**src/ibt_pkg.sv**
```systemverilog
// Shared constants, types and status codes for the interval booking table.
// Used by every module of the block; depends on nothing.
`timescale 1ns / 1ps

package ibt_pkg;

    localparam int CAPACITY   = 1024;
    localparam int TIME_WIDTH = 32;

    localparam int IN_TIME_W  = 32;
    localparam int ENTRIES_W  = 11;

    localparam int IDX_W      = (CAPACITY > 1) ? $clog2(CAPACITY) : 1;
    localparam int CNT_W      = $clog2(CAPACITY + 1);

    localparam int FIFO_DEPTH = 2;
    localparam int FIFO_AW    = $clog2(FIFO_DEPTH);

    typedef enum logic [1:0] {
        ST_BOOKED  = 2'd0,
        ST_OVERLAP = 2'd1,
        ST_FULL    = 2'd2,
        ST_INVALID = 2'd3
    } t_status;

    typedef struct packed {
        logic [TIME_WIDTH-1:0] lo;
        logic [TIME_WIDTH-1:0] hi;
        logic                  invalid;
    } t_req;

endpackage

```
**src/ibt_front.sv**
```systemverilog
// Front end of the interval booking table: takes request items and classifies them.
// Depends on ibt_pkg; feeds the request queue (ibt_fifo).
`timescale 1ns / 1ps

module ibt_front
    import ibt_pkg::*;
(
    input  logic                 i_clk,
    input  logic                 i_rst_n,
    input  logic                 i_in_valid,
    output logic                 o_in_ready,
    input  logic [IN_TIME_W-1:0] i_start_time,
    input  logic [IN_TIME_W-1:0] i_end_time,
    input  logic                 i_full,
    output logic                 o_push,
    output t_req                 o_req
);

    logic [TIME_WIDTH-1:0] w_lo;
    logic [TIME_WIDTH-1:0] w_hi;

    assign w_lo       = TIME_WIDTH'(i_start_time);
    assign w_hi       = TIME_WIDTH'(i_end_time);

    assign o_in_ready = !i_full;
    assign o_push     = i_in_valid && !i_full;

    // flag empty or reversed intervals up front
    assign o_req.lo      = w_lo;
    assign o_req.hi      = w_hi;
    assign o_req.invalid = (w_lo >= w_hi);

`ifndef NO_ASSERTIONS
    a_no_push_when_full: assert property (@(posedge i_clk) disable iff (!i_rst_n)
        i_full |-> !o_push)
        else $error("push while queue full");
    a_invalid_class: assert property (@(posedge i_clk) disable iff (!i_rst_n)
        (o_push && (w_lo < w_hi)) |-> !o_req.invalid)
        else $error("well-formed interval flagged invalid");
    a_ready_tracks_full: assert property (@(posedge i_clk) disable iff (!i_rst_n)
        (i_in_valid && o_in_ready) |-> o_push)
        else $error("accepted item not pushed");
`endif

endmodule

```
**config.mk**
```make
export PLATFORM = sky130hd
export DESIGN_NAME = ibt_front
export DESIGN_NICKNAME = d
export VERILOG_FILES = /design/src/ibt_pkg.sv /design/src/ibt_front.sv
export SDC_FILE = /design/constraint.sdc
export NUM_CORES = 1
export LEC_CHECK = 0
export ABC_AREA = 1
export BUFFER_PORTS_ARGS = -buffer_cell sky130_fd_sc_hd__buf_2
export CORE_AREA = 5 5 65 67
export DETAILED_ROUTE_END_ITERATION = 16
export DIE_AREA = 0 0 70 72
export PLACE_DENSITY = 0.85
export SYNTH_ARGS = -nofsm -noshare
export SYNTH_HDL_FRONTEND = slang
export SYNTH_SLANG_ARGS = --single-unit
```
**constraint.sdc**
```tcl
create_clock -name vclk -period 1.6
set_clock_uncertainty 0.1 [all_clocks]
set_input_delay 0.08 -clock vclk [all_inputs]
set_output_delay 0.08 -clock vclk [all_outputs]
set_load 0.05 [all_outputs]
```
==> results.toml <==
[cts]
post_cts_resized = 0
cts_setup_buffers = 0
postCtsHoldBufs = 0

[detailed_routing]
wl_per_cell_um = 9.62
drtPass1Iterations = 2
ant_nets = 0
drc = 0
drtIter0Drc = 13
drt_wl_total_mm = 3.11
vias = 1338
viasPerCell = 4.14

[critical_path]
crit_end = "o_req[0]"
critPathLaunchType = "input pin"
crit_arrival_ns = 1.24
crit_path_max_fanout = 2
crit_start = "i_end_time[7]"
critPathKind = "input pin to primary output"
required_ns = 1.42
endpoint_kind = "primary output"

[placement]
hpwlAfterDp_mm = 3.02
place.gp.congestion = 0.818
portBuffers = 133

[sta]
tightest_slew_ns = 0.261
hold_viol_final = 0
fin_crit_ns = 1.42
fmax_ghz = 0.702
holdWs_ns = 0.362
fin_tns_setup_ns = 0
setup_viol = 0
grt_setup_unrepaired = "false"
slew-limit-headroom_pct = 82.7
period_share_pct = 89.0
finalMaxSlewViolations = 0

[die]
chipHeight_um = 72
pin_count = 135
fp.coreArea_um2 = 3580
rows = 22
die_x_um = 70
start_util_pct = 37.6
die_area_um2 = 5040

[power_and_ir_drop]
p_leak_nw = 1.14
pwr-share-clk_pct = 0
p_comb_share_pct = 100.0
p_total_w = 0.000711
switching_share_pct = 70.8
powerDensity_nw_per_um2 = 441
vdd_ir_drop_max_uv = 206
share_seq_of_total_power_pct = 0
power_switching_w = 0.000503
internal-power_w = 0.000208

[final_layout]
regArea_um2 = 0
syn_to_final_growth_pct = 19.8
layout.nets = 377
n_clock_buffer = 0
n_antenna_cell = 0
drive_gt1_share_pct = 50.9
design.seq.count = 0

[logic_synthesis]
syn-instance-count = 206
synth.area.top_cells = "buf_4, ha_1, inv_1, nand2_1, a21oi_1"
ys_types = 15
ys.warnings.count = 0
synth_nets = 306
yosysTopAreaCellShare_pct = 35.7
syn-mean-instance-area_um2 = 6.54
seq_area_frac_synth_pct = 0
synth_area_um2 = 1350
yosysTopAreaCell = "buf_4"

[min_path]
hold_path.class = "input pin to primary output"

[global_route]
grt_pass1_wl_mm = 5.06
grt_antenna_before_repair = 0
grt_start_max_net_pins = 4
overflow = 0
grt_pass1_vias = 1358
track_usage_pct = 11.2

[flow_run]
max-cap-violations = 0

[status]
status = "completed"
-- synth_stat cells --
cell type and number:
a21oi_2 1, nand4_1 3, nor2_1 7, a21oi_1 15, o21ai_1 2, nor2_2 1
nand2_2 2, inv_1 42, o21ai_0 2, buf_4 64, ha_1 32, nor3_1 1
o21a_1 2, nand2_1 31, inv_2 1
-- cells by family after synthesis --
logic type	after synthesis	synth area share, %
adders and majority gates	32	29.7
and+or+nand+nor	45	13.8
AOI/OAI and AO/OA	22	8.83
buffers and inverters	107	47.7
-- cell usage in the layout (no fill, tap or decap) --
cell type,count
buf_2,132
inv_1,42
ha_1,31
nand2_1,30
a21oi_1,15
nor2_1,7
nand2_2,3
nand4_1,3
o21ai_0,2
o21ai_1,2
o21a_1,2
inv_2,1
nor2_2,1
nor3_1,1
a21oi_2,1
ha_4,1
buf_6,1
-- worst min path at each step --
| stage | from | endpoint | depth (start not counted) |
|---|---|---|---|
| after detailed placement | i_end_time[8] | o_req[9] | 2 |
| final | i_end_time[29] | o_req[30] | 2 |
| after CTS | i_end_time[29] | o_req[30] | 2 |
| after global placement | i_end_time[5] | o_req[6] | 2 |
| after global routing | i_end_time[29] | o_req[30] | 2 |
| after floorplan | i_end_time[9] | o_req[10] | 1 |
-- metal layers --
layer	track usage [%]	vias to the layer above	routed length, µm
li1	-	715	-
met1	11.9	550	1040
met2	24.1	73	1700
met3	1.80	0	369
met4	0	0	0
met5	0	-	0
-- worst max-delay path, stage by stage --
cell and delay [ns]:
buf_2 0.09, inv_1 0.06, ha_4 0.27, nand2_1 0.06, inv_2 0.05, nand2_2 0.05
nor2_2 0.09, nor2_1 0.05, nand2_1 0.06, nand2_1 0.06, nand2_2 0.07, nand2_1 0.05
nand2_1 0.07, buf_6 0.16
-- power by group through the flow --
stage	Combinational, W	Clock, W	Sequential (W)
2_1_floorplan	0.000611	0	0
3_3_place_gp	0.000698	0	0
3_5_place_dp	0.000709	0	0
4_1_cts	0.000711	0	0
5_1_grt	0.000779	0	0
6_report	0.000711	0	0
-- stage by stage --
step / util (%) / std cells / worst slack, ns / instance area (µm²)
global placement: 44.5 / 323 / 0.0972 / 1590
finish: 45.1 / 323 / 0.176 / 1610
floorplan: - / 206 / 0.260 / 1350
detailed placement: 44.5 / 323 / 0.0857 / 1590
global route: 45.1 / 323 / 0.0174 / 1610
CTS: 44.5 / 323 / 0.0780 / 1590
-- layout make-up --
type | instances | area (µm²)
fill | 387 | 1970
inverter | 43 | 161
multi-input combinational | 99 | 719
tap | 48 | 60.1
timing repair buffer | 133 | 672
Power figures use the tool's default switching activity.
