===== src/ibt_pkg.sv =====
// Shared constants, types and status codes for the interval booking table.
// Used by every module of the block; depends on nothing.
`timescale 1ns / 1ps

package ibt_pkg;

    localparam int CAPACITY   = 1024;
    localparam int TIME_WIDTH = 32;

    localparam int IN_TIME_W  = 32;
    localparam int ENTRIES_W  = 11;

    localparam int IDX_W      = (CAPACITY > 1) ? $clog2(CAPACITY) : 1;
    localparam int CNT_W      = $clog2(CAPACITY + 1);

    localparam int FIFO_DEPTH = 2;
    localparam int FIFO_AW    = $clog2(FIFO_DEPTH);

    typedef enum logic [1:0] {
        ST_BOOKED  = 2'd0,
        ST_OVERLAP = 2'd1,
        ST_FULL    = 2'd2,
        ST_INVALID = 2'd3
    } t_status;

    typedef struct packed {
        logic [TIME_WIDTH-1:0] lo;
        logic [TIME_WIDTH-1:0] hi;
        logic                  invalid;
    } t_req;

endpackage


===== src/ibt_fifo.sv =====
// Short request queue between the front end and the scan engine of the booking table.
// Depends on ibt_pkg for the request type and depth.
`timescale 1ns / 1ps

module ibt_fifo
    import ibt_pkg::*;
(
    input  logic i_clk,
    input  logic i_rst_n,
    input  logic i_push,
    input  t_req i_req,
    output logic o_full,
    output logic o_valid,
    output t_req o_req,
    input  logic i_pop
);

    t_req               r_mem [FIFO_DEPTH];
    logic [FIFO_AW-1:0] r_wr_ptr;
    logic [FIFO_AW-1:0] r_rd_ptr;
    logic [FIFO_AW:0]   r_cnt;

    logic               w_push;
    logic               w_pop;

    assign o_full  = (r_cnt == (FIFO_AW + 1)'(FIFO_DEPTH));
    assign o_valid = (r_cnt != '0);
    assign o_req   = r_mem[r_rd_ptr];

    assign w_push  = i_push && !o_full;
    assign w_pop   = i_pop && o_valid;

    always_ff @(posedge i_clk) begin
        if (w_push) begin
            r_mem[r_wr_ptr] <= i_req;
        end
    end

    always_ff @(posedge i_clk) begin
        if (!i_rst_n) begin
            r_wr_ptr <= '0;
            r_rd_ptr <= '0;
            r_cnt    <= '0;
        end else begin
            if (w_push) begin
                r_wr_ptr <= r_wr_ptr + 1'b1;
            end
            if (w_pop) begin
                r_rd_ptr <= r_rd_ptr + 1'b1;
            end
            case ({w_push, w_pop})
                2'b10:   r_cnt <= r_cnt + 1'b1;
                2'b01:   r_cnt <= r_cnt - 1'b1;
                default: r_cnt <= r_cnt;
            endcase
        end
    end

`ifndef NO_ASSERTIONS
    a_cnt_bound: assert property (@(posedge i_clk) disable iff (!i_rst_n)
        r_cnt <= (FIFO_AW + 1)'(FIFO_DEPTH))
        else $error("queue count out of range");
    a_no_pop_empty: assert property (@(posedge i_clk) disable iff (!i_rst_n)
        i_pop |-> o_valid)
        else $error("pop from empty queue");
    a_push_grows: assert property (@(posedge i_clk) disable iff (!i_rst_n)
        (w_push && !w_pop) |=> (r_cnt == $past(r_cnt) + 1'b1))
        else $error("queue count did not grow on push");
`endif

endmodule


===== config.mk =====
export PLATFORM = sky130hd
export DESIGN_NAME = ibt_fifo
export DESIGN_NICKNAME = d
export VERILOG_FILES = /design/src/ibt_pkg.sv /design/src/ibt_fifo.sv
export SDC_FILE = /design/constraint.sdc
export NUM_CORES = 1
export LEC_CHECK = 0
export BUFFER_PORTS_ARGS = -buffer_cell sky130_fd_sc_hd__buf_2
export CORE_ASPECT_RATIO = 0.9
export CORE_MARGIN = 2
export CORE_UTILIZATION = 35
export CTS_CLUSTER_DIAMETER = 100
export DETAILED_ROUTE_END_ITERATION = 8
export PLACE_DENSITY = 0.68
export SLEW_MARGIN = 20
export SYNTH_ARGS = -nofsm -noshare
export SYNTH_HDL_FRONTEND = slang
export SYNTH_SLANG_ARGS = --single-unit

===== constraint.sdc =====
create_clock -name i_clk -period 2.4 [get_ports i_clk]
set_clock_uncertainty 0.05 [all_clocks]
set_input_delay 0.36 -clock i_clk [delete_from_list [all_inputs] [get_ports i_clk]]
set_output_delay 0.36 -clock i_clk [all_outputs]
set_load 0.005 [all_outputs]

==> impl_metrics.json <==
{
  "outcome": "completed",
  "arrival_ps": 1700,
  "syn_area_per_cell_sq_um": 21.5,
  "fp-row-count": 41,
  "maxCapViolations": 0,
  "area_growth_pct": 30.4,
  "wirelength_mm": 8.68,
  "stdcell_count": 566,
  "fin_crit_ps": 2110,
  "cp.required_ps": 1990,
  "synth_top_family_by_area": "multiplexers",
  "fin_nets": 451,
  "worstPathMaxFanout": 37,
  "grt_use_met3_pct": 5.77,
  "h-tree-depth": 4,
  "yosys.cell_types.count": 18,
  "power.leakage_nw": 2.39,
  "grt_max_degree": 38,
  "dp_hpwl_mm": 5.72,
  "via_count": 2592,
  "gp_congestion": 0.686,
  "postSynthCellCount": 228,
  "cts-resized-gates": 0,
  "die_x_um": 129,
  "vdd_ir_drop_max_mv": 0.607,
  "cts_setup_buffers": 0,
  "grt_first_pass_wirelength_mm": 13.1,
  "core_sq_mm": 0.0139,
  "maxSlewViolCount": 0,
  "ys_ff_latch": 135,
  "antenna_left": 0,
  "cts_tree": "done",
  "grt_overflow_total": 0,
  "die_area_sq_mm": 0.0150,
  "rsz0062_at_grt": "false",
  "clk_path_buf_depth": 2,
  "placed_cells": 534,
  "via_per_inst": 4.58,
  "tightestPinTransition_ps": 493,
  "ys.flop_type": "edfxtp_1",
  "initialDrtViolationCount": 135,
  "max-slew-margin-rel_pct": 67.2,
  "yosys.area_share.simple_pct": 1.15,
  "holdBufCountCts": 0,
  "critical_path.max_stage_delay_ps": 410,
  "tns_ps": 0,
  "port_buffers": 135,
  "place_ws_ps": 474,
  "wire_per_inst_um": 15.3,
  "antenna_found_initial": 0,
  "grt_pass1_vias": 2608,
  "ios": 136,
  "synth-xor-area-share_pct": 0.535,
  "muxShareOfSynthArea_pct": 14.9,
  "use_met1_pct": 13.9,
  "layout-drive-gt1-share_pct": 59.9,
  "drt_pass1_iterations": 4,
  "start_util_pct": 35.4,
  "root_buffer": "clkbuf_16",
  "critPathLaunchType": "flip-flop",
  "diodes": 0,
  "grt-busiest-layer": "met2",
  "synth_edf_count": 130,
  "synth_compound_area_share_pct": 0.663,
  "drc": 0,
  "synthAdderAreaFrac_pct": 0.255,
  "postSynth.asyncResetShare_pct": 0,
  "dpl_cell_area_sq_mm": 0.00583,
  "syn_area_sq_mm": 0.00491,
  "fin_total_pwr_mw": 7.09,
  "die_h_um": 116,
  "cts_made_buffers": 17,
  "final_util_pct": 46.2,
  "setup_viol": 0,
  "ys_seq_area_share_pct": 81.5,
  "slowest_stage": "buf_4",
  "path_clk_slew_ps": 60,
  "synth_warnings": 0,
  "fmax_mhz": 473,
  "setup_slack_ps": 287,
  "insertion_delay_ps": 410,
  "hold_viol_final": 0,
  "endpoint_kind": "primary output",
  "holdWs_ps": 85.4,
  "cp_cell_sequence": "buf_4 -> mux2_2 -> buf_2",
  "synth_nets": 298,
  "cts_sinks": 135,
  "met2_usage_pct": 18.7,
  "grt_usage_pct": 12.0,
  "hp-class": "in2reg",
  "powerDensity_mw_per_mm2": 1110,
  "fin_area_sq_mm": 0.00640,
  "post-route-period-util_pct": 88.1,
  "criticalPathCategory": "reg2out"
}
## flip-flops by register name, indices dropped and copies added (netlist names), named ones only
register and count:
r_cnt 2, r_wr_ptr 1, r_rd_ptr 1, r_mem 130
## worst paths after layout
path	to	startpoint	depth (start not counted)	slack, ps
max reg2reg	r_mem[0][24]	r_cnt[0]	5	480
max	o_req[23]	flip-flop	3	290
min reg2reg	r_wr_ptr	r_wr_ptr	2	450
min	r_mem[0][26]	i_req[26]	1	90
## cell families (layout without fill, tap and decap cells)
logic type,count (synthesis),count (layout)
xor+xnor,3,3
simple gates,9,9
compound gates,5,5
fa+ha+maj,1,1
buf+inv,10,176
mux,65,65
flops,135,135
## final cells by class
| type | count | area (sq um) |
|---|---|---|
| clock buffers | 20 | 437 |
| clock inverters | 12 | 134 |
| fillers | 1236 | 7450 |
| inverters | 3 | 15.0 |
| multi-input cells | 83 | 861 |
| flip-flops and latches | 135 | 4010 |
| well taps | 172 | 215 |
| repair buffers | 141 | 733 |
## routing by layer
metal / routed length [um] / vias to the layer above
met5: 0 / -
met4: 153 / 0
met3: 672 / 14
met2: 4290 / 84
met1: 3560 / 1285
li1: - / 1209
## power by group
part	total, mW	internal, mW	switching [mW]
Combinational	1.53	0.804	0.724
Sequential	3.07	2.98	0.0864
Clock	2.50	1.61	0.889
## layout by cell type (no fill, tap or decap), types with 2 or more instances in the layout
cell	Yosys	final
clkinvlp_4	0	3
clkbuf_16	0	17
or3_1	2	2
mux2_2	65	65
xnor2_1	3	3
o21ai_0	2	2
clkinv_1	0	5
clkinv_2	0	2
nor2b_1	2	2
clkbuf_1	0	3
dfxtp_1	5	4
a21boi_1	2	2
edfxtp_1	130	130
bufinv_16	0	3
buf_4	0	5
buf_2	7	135
## cells in the mapped netlist, drive strengths merged, types with 2 or more instances
library cell | instances | area (sq um)
mux2 | 65 | 732
edfxtp | 130 | 3900
xnor2 | 3 | 26.3
inv | 3 | 11.3
nor2b | 2 | 12.5
buf | 7 | 35.0
o21ai | 2 | 10.0
dfxtp | 5 | 100
or3 | 2 | 12.5
a21boi | 2 | 15.0
## worst max-delay path, delay by kind of cell, from the launching register on
family	cells	cell delay [ps]
buf+inv	2	540
mux	1	410
flops	1	320
Power figures use the tool's default switching activity.
